## src/hw/rtl/lfa_pkg.sv

```systemverilog
// lfa_pkg: shared types and codes of the lifo arena allocator
// used by lfa_rec_stack and lifo_arena_allocator, no dependencies
package lfa_pkg;

  localparam int unsigned ADDR_W     = 24;  // arena offsets and capacity
  localparam int unsigned TOTAL_W    = 32;  // saturating byte counters
  localparam int unsigned REC_SIZE_W = 25;  // aligned size may pass 24 bits

  typedef enum logic [1:0] {
    OP_ALLOC = 2'd0,
    OP_FREE  = 2'd1,
    OP_GROW  = 2'd2
  } op_t;

  typedef enum logic [2:0] {
    ST_OK          = 3'd0,
    ST_STACK_FULL  = 3'd1,
    ST_FREE_EMPTY  = 3'd2,
    ST_MISMATCH    = 3'd3,
    ST_GROW_IN_USE = 3'd4
  } status_t;

  typedef struct packed {
    logic                  heap;
    logic [REC_SIZE_W-1:0] size;
  } record_t;

  typedef struct packed {
    logic    push;
    logic    pop;
    record_t rec;
  } stack_ctrl_t;

endpackage

```

## src/hw/rtl/lfa_rec_stack.sv

```systemverilog
// lfa_rec_stack: record stack of block sizes and fallback flags
// top entry held in a register, the rest in a memory; uses lfa_pkg
module lfa_rec_stack #(
  parameter int unsigned DEPTH = 64
) (
  input  logic                         clk,
  input  logic                         rst_n,
  input  lfa_pkg::stack_ctrl_t         ctrl,
  output logic [$clog2(DEPTH+1)-1:0]   count,
  output lfa_pkg::record_t             top
);

  localparam int unsigned CNT_W = $clog2(DEPTH + 1);
  localparam int unsigned IDX_W = (DEPTH > 1) ? $clog2(DEPTH) : 1;

  lfa_pkg::record_t  mem [DEPTH];
  lfa_pkg::record_t  top_r;
  logic [CNT_W-1:0]  count_r;
  logic [IDX_W-1:0]  wr_idx;
  logic [IDX_W-1:0]  rd_idx;
  logic [CNT_W-1:0]  below_top;

  assign wr_idx    = count_r[IDX_W-1:0];
  // entry that becomes the top after a pop
  assign below_top = count_r - CNT_W'(2);
  assign rd_idx    = below_top[IDX_W-1:0];

  always_ff @(posedge clk) begin
    if (ctrl.push) begin
      mem[wr_idx] <= ctrl.rec;
    end
  end

  always_ff @(posedge clk) begin
    if (ctrl.push) begin
      top_r <= ctrl.rec;
    end else if (ctrl.pop) begin
      top_r <= mem[rd_idx];
    end
  end

  always_ff @(posedge clk) begin
    if (!rst_n) begin
      count_r <= '0;
    end else if (ctrl.push) begin
      count_r <= count_r + CNT_W'(1);
    end else if (ctrl.pop) begin
      count_r <= count_r - CNT_W'(1);
    end
  end

  assign count = count_r;
  assign top   = top_r;

endmodule

```

## src/hw/rtl/lifo_arena_allocator.sv

```systemverilog
// lifo_arena_allocator: bump-pointer arena with a lifo record stack
// one op per cycle while the output is not stalled (alloc, free top, grow);
// an input register holds the item with the first step of the alignment
// divide, the ops run in one pass into the result register, and the record
// stack keeps its top entry in a register so that pops can follow each
// other. uses lfa_pkg and lfa_rec_stack
module lifo_arena_allocator #(
  parameter int unsigned ALIGN_BYTES      = 32,
  parameter int unsigned MAX_RECORDS      = 64,
  parameter int unsigned INITIAL_CAPACITY = 65536
) (
  input  logic          clk,
  input  logic          rst_n,
  input  logic          in_tvalid,
  output logic          in_tready,
  input  logic [47:0]   in_tdata,   // request_size[23:0], block_offset[47:24]
  input  logic [1:0]    in_tuser,   // op[1:0]
  output logic          out_tvalid,
  input  logic          out_tready,
  // offset[23:0], status[26:24], total_allocated[58:27], peak_allocated[90:59],
  // capacity_now[114:91], zero fill[119:115]
  output logic [119:0]  out_tdata,
  output logic          out_tuser   // from_heap
);

  localparam int unsigned AW    = lfa_pkg::ADDR_W;
  localparam int unsigned TW    = lfa_pkg::TOTAL_W;
  localparam int unsigned RW    = lfa_pkg::REC_SIZE_W;
  localparam int unsigned CNT_W = $clog2(MAX_RECORDS + 1);
  localparam int unsigned RECIP = (1 << RW) / ALIGN_BYTES;
  localparam int unsigned PW    = 2 * RW + 1;

  // ---------------- input register ----------------
  logic                 s1_valid_r;
  lfa_pkg::op_t         s1_op_r;
  logic [RW-1:0]        s1_x_r;      // request rounded up by align-1
  logic [RW-1:0]        s1_q_r;      // quotient estimate, low by at most one
  logic [AW-1:0]        s1_given_r;

  logic                 advance;
  logic                 in_xfer;
  logic                 fire;
  logic [RW-1:0]        in_x;
  logic [PW-1:0]        in_prod;

  assign advance   = !out_tvalid || out_tready;
  assign in_tready = !s1_valid_r || advance;
  assign in_xfer   = in_tvalid && in_tready;
  assign fire      = s1_valid_r && advance;

  assign in_x    = RW'(in_tdata[23:0]) + RW'(ALIGN_BYTES - 1);
  assign in_prod = PW'(in_x) * PW'(RECIP);

  always_ff @(posedge clk) begin
    if (!rst_n) begin
      s1_valid_r <= 1'b0;
    end else if (in_xfer) begin
      s1_valid_r <= 1'b1;
    end else if (advance) begin
      s1_valid_r <= 1'b0;
    end
  end

  always_ff @(posedge clk) begin
    if (in_xfer) begin
      s1_op_r    <= lfa_pkg::op_t'(in_tuser);
      s1_x_r     <= in_x;
      s1_q_r     <= in_prod[2*RW-1:RW];
      s1_given_r <= in_tdata[47:24];
    end
  end

  // ---------------- state ----------------
  logic [AW-1:0]        bump_r, bump_nxt;
  logic [AW-1:0]        cap_r, cap_nxt;
  logic [TW-1:0]        total_r, total_nxt;
  logic [TW-1:0]        hw_r, hw_nxt;

  lfa_pkg::stack_ctrl_t stk_ctrl;
  lfa_pkg::record_t     stk_top;
  logic [CNT_W-1:0]     stk_count;

  lfa_rec_stack #(
    .DEPTH (MAX_RECORDS)
  ) u_rec_stack (
    .clk   (clk),
    .rst_n (rst_n),
    .ctrl  (stk_ctrl),
    .count (stk_count),
    .top   (stk_top)
  );

  // ---------------- single pass ----------------
  logic [RW-1:0]        aligned_est;
  logic [RW-1:0]        align_rem;
  logic [RW-1:0]        aligned;

  assign aligned_est = RW'(s1_q_r * RW'(ALIGN_BYTES));
  assign align_rem   = s1_x_r - aligned_est;
  assign aligned     = (align_rem >= RW'(ALIGN_BYTES)) ?
                       aligned_est + RW'(ALIGN_BYTES) : aligned_est;

  logic [AW-1:0]        res_offset;
  logic                 res_heap;
  lfa_pkg::status_t     res_status;

  always_comb begin
    logic [AW+1:0] fit_sum;
    logic          fits;
    logic [TW:0]   tot_sum;
    logic [AW-1:0] expect_off;
    logic [TW:0]   grown;

    fit_sum    = (AW+2)'(bump_r) + (AW+2)'(aligned);
    fits       = fit_sum <= (AW+2)'(cap_r);
    tot_sum    = (TW+1)'(total_r) + (TW+1)'(aligned);
    expect_off = ((RW)'(bump_r) >= stk_top.size) ?
                 AW'((RW)'(bump_r) - stk_top.size) : '0;
    grown      = (TW+1)'(hw_r) + (TW+1)'(hw_r[TW-1:1]);

    bump_nxt       = bump_r;
    cap_nxt        = cap_r;
    total_nxt      = total_r;
    hw_nxt         = hw_r;
    res_offset     = '0;
    res_heap       = 1'b0;
    res_status     = lfa_pkg::ST_OK;
    stk_ctrl.push  = 1'b0;
    stk_ctrl.pop   = 1'b0;
    stk_ctrl.rec.heap = !fits;
    stk_ctrl.rec.size = aligned;

    case (s1_op_r)
      lfa_pkg::OP_ALLOC: begin
        if (stk_count == CNT_W'(MAX_RECORDS)) begin
          res_status = lfa_pkg::ST_STACK_FULL;
        end else begin
          if (fits) begin
            res_offset = bump_r;
            bump_nxt   = fit_sum[AW-1:0];
          end
          res_heap      = !fits;
          total_nxt     = tot_sum[TW] ? '1 : tot_sum[TW-1:0];
          hw_nxt        = (total_nxt > hw_r) ? total_nxt : hw_r;
          stk_ctrl.push = fire;
        end
      end
      lfa_pkg::OP_FREE: begin
        if (stk_count == '0) begin
          res_status = lfa_pkg::ST_FREE_EMPTY;
        end else if (!stk_top.heap && (expect_off != s1_given_r)) begin
          res_status = lfa_pkg::ST_MISMATCH;
          res_offset = expect_off;
        end else begin
          if (!stk_top.heap) begin
            bump_nxt   = expect_off;
            res_offset = s1_given_r;
          end
          res_heap     = stk_top.heap;
          total_nxt    = (total_r >= TW'(stk_top.size)) ? total_r - TW'(stk_top.size) : '0;
          stk_ctrl.pop = fire;
        end
      end
      lfa_pkg::OP_GROW: begin
        if (total_r != '0) begin
          res_status = lfa_pkg::ST_GROW_IN_USE;
        end else if (hw_r > TW'(cap_r)) begin
          cap_nxt = (grown > (TW+1)'({AW{1'b1}})) ? '1 : grown[AW-1:0];
        end
      end
      default: begin
        // unused opcode, no state change
      end
    endcase
  end

  always_ff @(posedge clk) begin
    if (!rst_n) begin
      bump_r  <= '0;
      cap_r   <= AW'(INITIAL_CAPACITY);
      total_r <= '0;
      hw_r    <= '0;
    end else if (fire) begin
      bump_r  <= bump_nxt;
      cap_r   <= cap_nxt;
      total_r <= total_nxt;
      hw_r    <= hw_nxt;
    end
  end

  // ---------------- result register ----------------
  logic                 out_valid_r;
  logic [AW-1:0]        out_offset_r;
  logic                 out_heap_r;
  lfa_pkg::status_t     out_status_r;
  logic [TW-1:0]        out_total_r;
  logic [TW-1:0]        out_peak_r;
  logic [AW-1:0]        out_cap_r;

  always_ff @(posedge clk) begin
    if (!rst_n) begin
      out_valid_r <= 1'b0;
    end else if (fire) begin
      out_valid_r <= 1'b1;
    end else if (out_tready) begin
      out_valid_r <= 1'b0;
    end
  end

  always_ff @(posedge clk) begin
    if (fire) begin
      out_offset_r <= res_offset;
      out_heap_r   <= res_heap;
      out_status_r <= res_status;
      out_total_r  <= total_nxt;
      out_peak_r   <= hw_nxt;
      out_cap_r    <= cap_nxt;
    end
  end

  assign out_tvalid = out_valid_r;
  assign out_tuser  = out_heap_r;
  assign out_tdata  = {5'b0, out_cap_r, out_peak_r, out_total_r, out_status_r, out_offset_r};

endmodule
```

## config.mk

```make
export PLATFORM = sky130hd
export DESIGN_NAME = lifo_arena_allocator
export DESIGN_NICKNAME = d
export VERILOG_FILES = /design/src/hw/rtl/lfa_pkg.sv /design/src/hw/rtl/lfa_rec_stack.sv /design/src/hw/rtl/lifo_arena_allocator.sv
export SDC_FILE = /design/constraint.sdc
export NUM_CORES = 2
export LEC_CHECK = 0
export BUFFER_PORTS_ARGS = -buffer_cell sky130_fd_sc_hd__buf_2
export CAP_MARGIN = 20
export CORE_MARGIN = 2
export CORE_UTILIZATION = 40
export CTS_CLUSTER_SIZE = 25
export DETAILED_ROUTE_END_ITERATION = 7
export PLACE_DENSITY = 0.65
export SLEW_MARGIN = 40
export SYNTH_ARGS = -nofsm -noshare
export SYNTH_HDL_FRONTEND = slang
export SYNTH_HIERARCHICAL = 1
export SYNTH_SLANG_ARGS = --single-unit
```

## constraint.sdc

```tcl
create_clock -name clk -period 6.9 [get_ports clk]
set_input_delay 0.345 -clock clk [delete_from_list [all_inputs] [get_ports clk]]
set_output_delay 0.345 -clock clk [all_outputs]
set_load 0.05 [all_outputs]
```

==> run metrics <==
final cell count without fillers 8896; starting density of the core 40.1%; number of fill cells 18100; outcome finished clean; CP startpoint s1_x_r[6]; max-slew violations 0; largest net degree at the start of global routing 121; total power 0.0266 W; DR iter-0 viols 5587; maximum clock frequency 159 MHz; total core area 214000 sq um; Worst Path Arrival 6.81 ns; R2R Path Start s1_x_r[6]; layout cells sized above 1 21.2%; fin area 99100 sq um; CP Class reg2reg; vias in the first global route 49200; Final ANT Viol Nets 0; worst-path cell chain buf_4, ha_1, a21o_1, a2111oi_2, o211ai_1, a21o_1, a21oi_1, xnor2_1, ha_1, nand4_1, nor4_1, o21ai_0, o2111ai_1, nand3_1, o31ai_4, buf_4, o22ai_1, a2111oi_1; most frequent cells in the layout 1852 x edfxtp_1, 441 x mux4_2, 360 x nor2_1, 357 x nand2_1, 330 x conb_1; clk sinks 1973; PD cells 269 nW/um^2; port bufs 171; Die Span Y 468 um; synth unique cells 115; CP max FO 67; Post-Route WL 234000 um; Clock transition at path regs 0.06 ns; Die ar. 219000 sq um; vias 50300; Hold/Removal Path Class in2reg; maximum root-to-sink buffer count 3; H-tree depth 4; Die X 468 um; CTS tree done; CP startpoint kind flop; final setup fails 0; Root Driver clkbuf_16; DR WL/cell 26.3 um; dpl hpwl 152000 um; GR Overflow Total 0; max-cap viol count 0; Mean Syn Cell Area 16.4 sq um; Synth Instances 5252; commonest non-fill, non-tap cell in the layout edfxtp_1; crit end category flop; Layout Nets 6178; fin crit period 6.28 ns; #FFs+latches synth 1973; Post-route DRC 0; worst skew pair latency 0.87 ns; asr flop ratio synth 0%; placement-stage cell area 92400 sq um; mapped cell area 86000 sq um; dpl cells 8505; crit-path max cell delay 0.73 ns; TritonCTS buffer count 190; RSZ-0062 raised after global routing no; worst hold start in_tdata[19]; overall routing resource usage 21.2%; worst-margin pin slew 0.978 ns; row cnt 170; Area Growth Syn to Fin 15.3%; worst rel slew slack 34.3%; post-synthesis sequential area ratio 67.5%; Hold Fails Final Rpt 0; via/cell ratio 5.66; initial antenna violation count 7; Post-synth EDFFs 1852; Worst path slowest cell a2111oi_1; YS warnings 6; post-CTS setup buffer count 0; final setup TNS 0 ns; leak pwr 33.5 nW; drt pass-1 iters 6; peak supply drop 286 uV; cts repair resizes 0; I/O Pins 177; Worst EP required 7.43 ns; Tcrit/Tclk final 91.0%; global-route wire length before repair 340000 um; Final Skew 0.0858 ns; routability cong. 0.932; Primary FF master, synth edfxtp_1
## stage by stage
stage / hold WS (ns) / setup slack [ns] / util [%]
final: 0.0210 / 0.622 / 46.3
after CTS: 0.00229 / 0.700 / 46.2
after global routing: 0.00729 / 0.263 / 46.3
after global placement: 0.465 / 0.522 / 42.8
after floorplan: 0.444 / 0.949 / -
after detailed placement: 0.500 / 0.712 / 43.1
## Yosys cell counts (71+ instances only)
cell | number | share of area (%)
nand2_1 | 357 | 1.6
inv_1 | 141 | 0.62
a21oi_1 | 211 | 1.2
o21ai_0 | 152 | 0.88
edfxtp_1 | 1852 | 65
ha_1 | 214 | 3.1
clkbuf_1 | 111 | 0.48
nor2_1 | 426 | 1.9
xnor2_1 | 82 | 0.84
nand3_1 | 71 | 0.41
buf_2 | 71 | 0.41
a21o_1 | 71 | 0.62
dfxtp_1 | 121 | 2.8
mux4_2 | 441 | 12
## power breakdown
| group | internal (W) | switching [W] |
|---|---|---|
| clock | 0.00590 | 0.00456 |
| combinational | 0.000955 | 0.00185 |
| sequential | 0.0133 | 0.000113 |
## what timing repair did
action                                  in CTS  in global routing
hold buffers                                39                  2
endpoints found under the setup margin       0                  0
endpoints found under the hold margin       38                  2
## critical path, delay by kind of cell (launching register included)
| family | cells | cell delay (ns) |
|---|---|---|
| simple gates | 3 | 0.75 |
| xor+xnor | 1 | 0.17 |
| fa+ha+maj | 2 | 0.71 |
| buf+inv | 2 | 1.14 |
| flops | 1 | 0.39 |
| compound gates | 10 | 2.70 |
## layer usage
layer	GRT usage, %	up-vias	share of wire [%]
li1	-	21800	-
met1	29.4	25900	41
met2	33.3	2201	47
met3	3.44	367	7.6
met4	9.01	2	4.5
met5	0	-	0.0056
## logic make-up after synthesis
kind of cell	count (synthesis)	share of synthesized area (%)
DFF	1973	67.5
and+or+nand+nor	1161	6.16
AOI/OAI and AO/OA	858	7.05
muxes	509	12.4
buffers and inverters	404	2.31
adders and majority gates	220	3.25
xor gates and xnor gates	126	1.30
other	1	0.00436
## worst paths after layout
path / to / slack (ns) / cells after the start
max reg2reg: u_rec_stack/top[25] / 0.62 / 18
max: u_rec_stack/top[25] / 0.62 / 18
min reg2reg: bump_r[0] / 0.50 / 2
min: s1_x_r[20] / 0.02 / 3
## flip-flops by register name (all words and copies together), names as in the netlist, 2 cells and up
register,cells
out_peak_r,32
s1_given_r,24
hw_r,32
total_r,32
cap_r,24
bump_r,24
u_rec_stack/mem,1664
out_total_r,32
u_rec_stack/top,26
out_offset_r,24
s1_op_r,2
s1_x_r,20
u_rec_stack/count,7
out_status_r,3
out_cap_r,24
## layout make-up
class | count | area (sq um) | share of cell area, %
Sequential cell | 1973 | 58000 | 58.6
Multi-Input combinational cell | 3204 | 27600 | 27.9
Clock buffer | 226 | 4960 | 5.01
Tap cell | 2838 | 3550 | 3.58
Timing Repair Buffer | 393 | 3130 | 3.16
Clock inverter | 118 | 1260 | 1.27
Inverter | 142 | 543 | 0.548
Antenna cell | 2 | 5.00 | 0.00505
(Power assumes the default switching activity.)
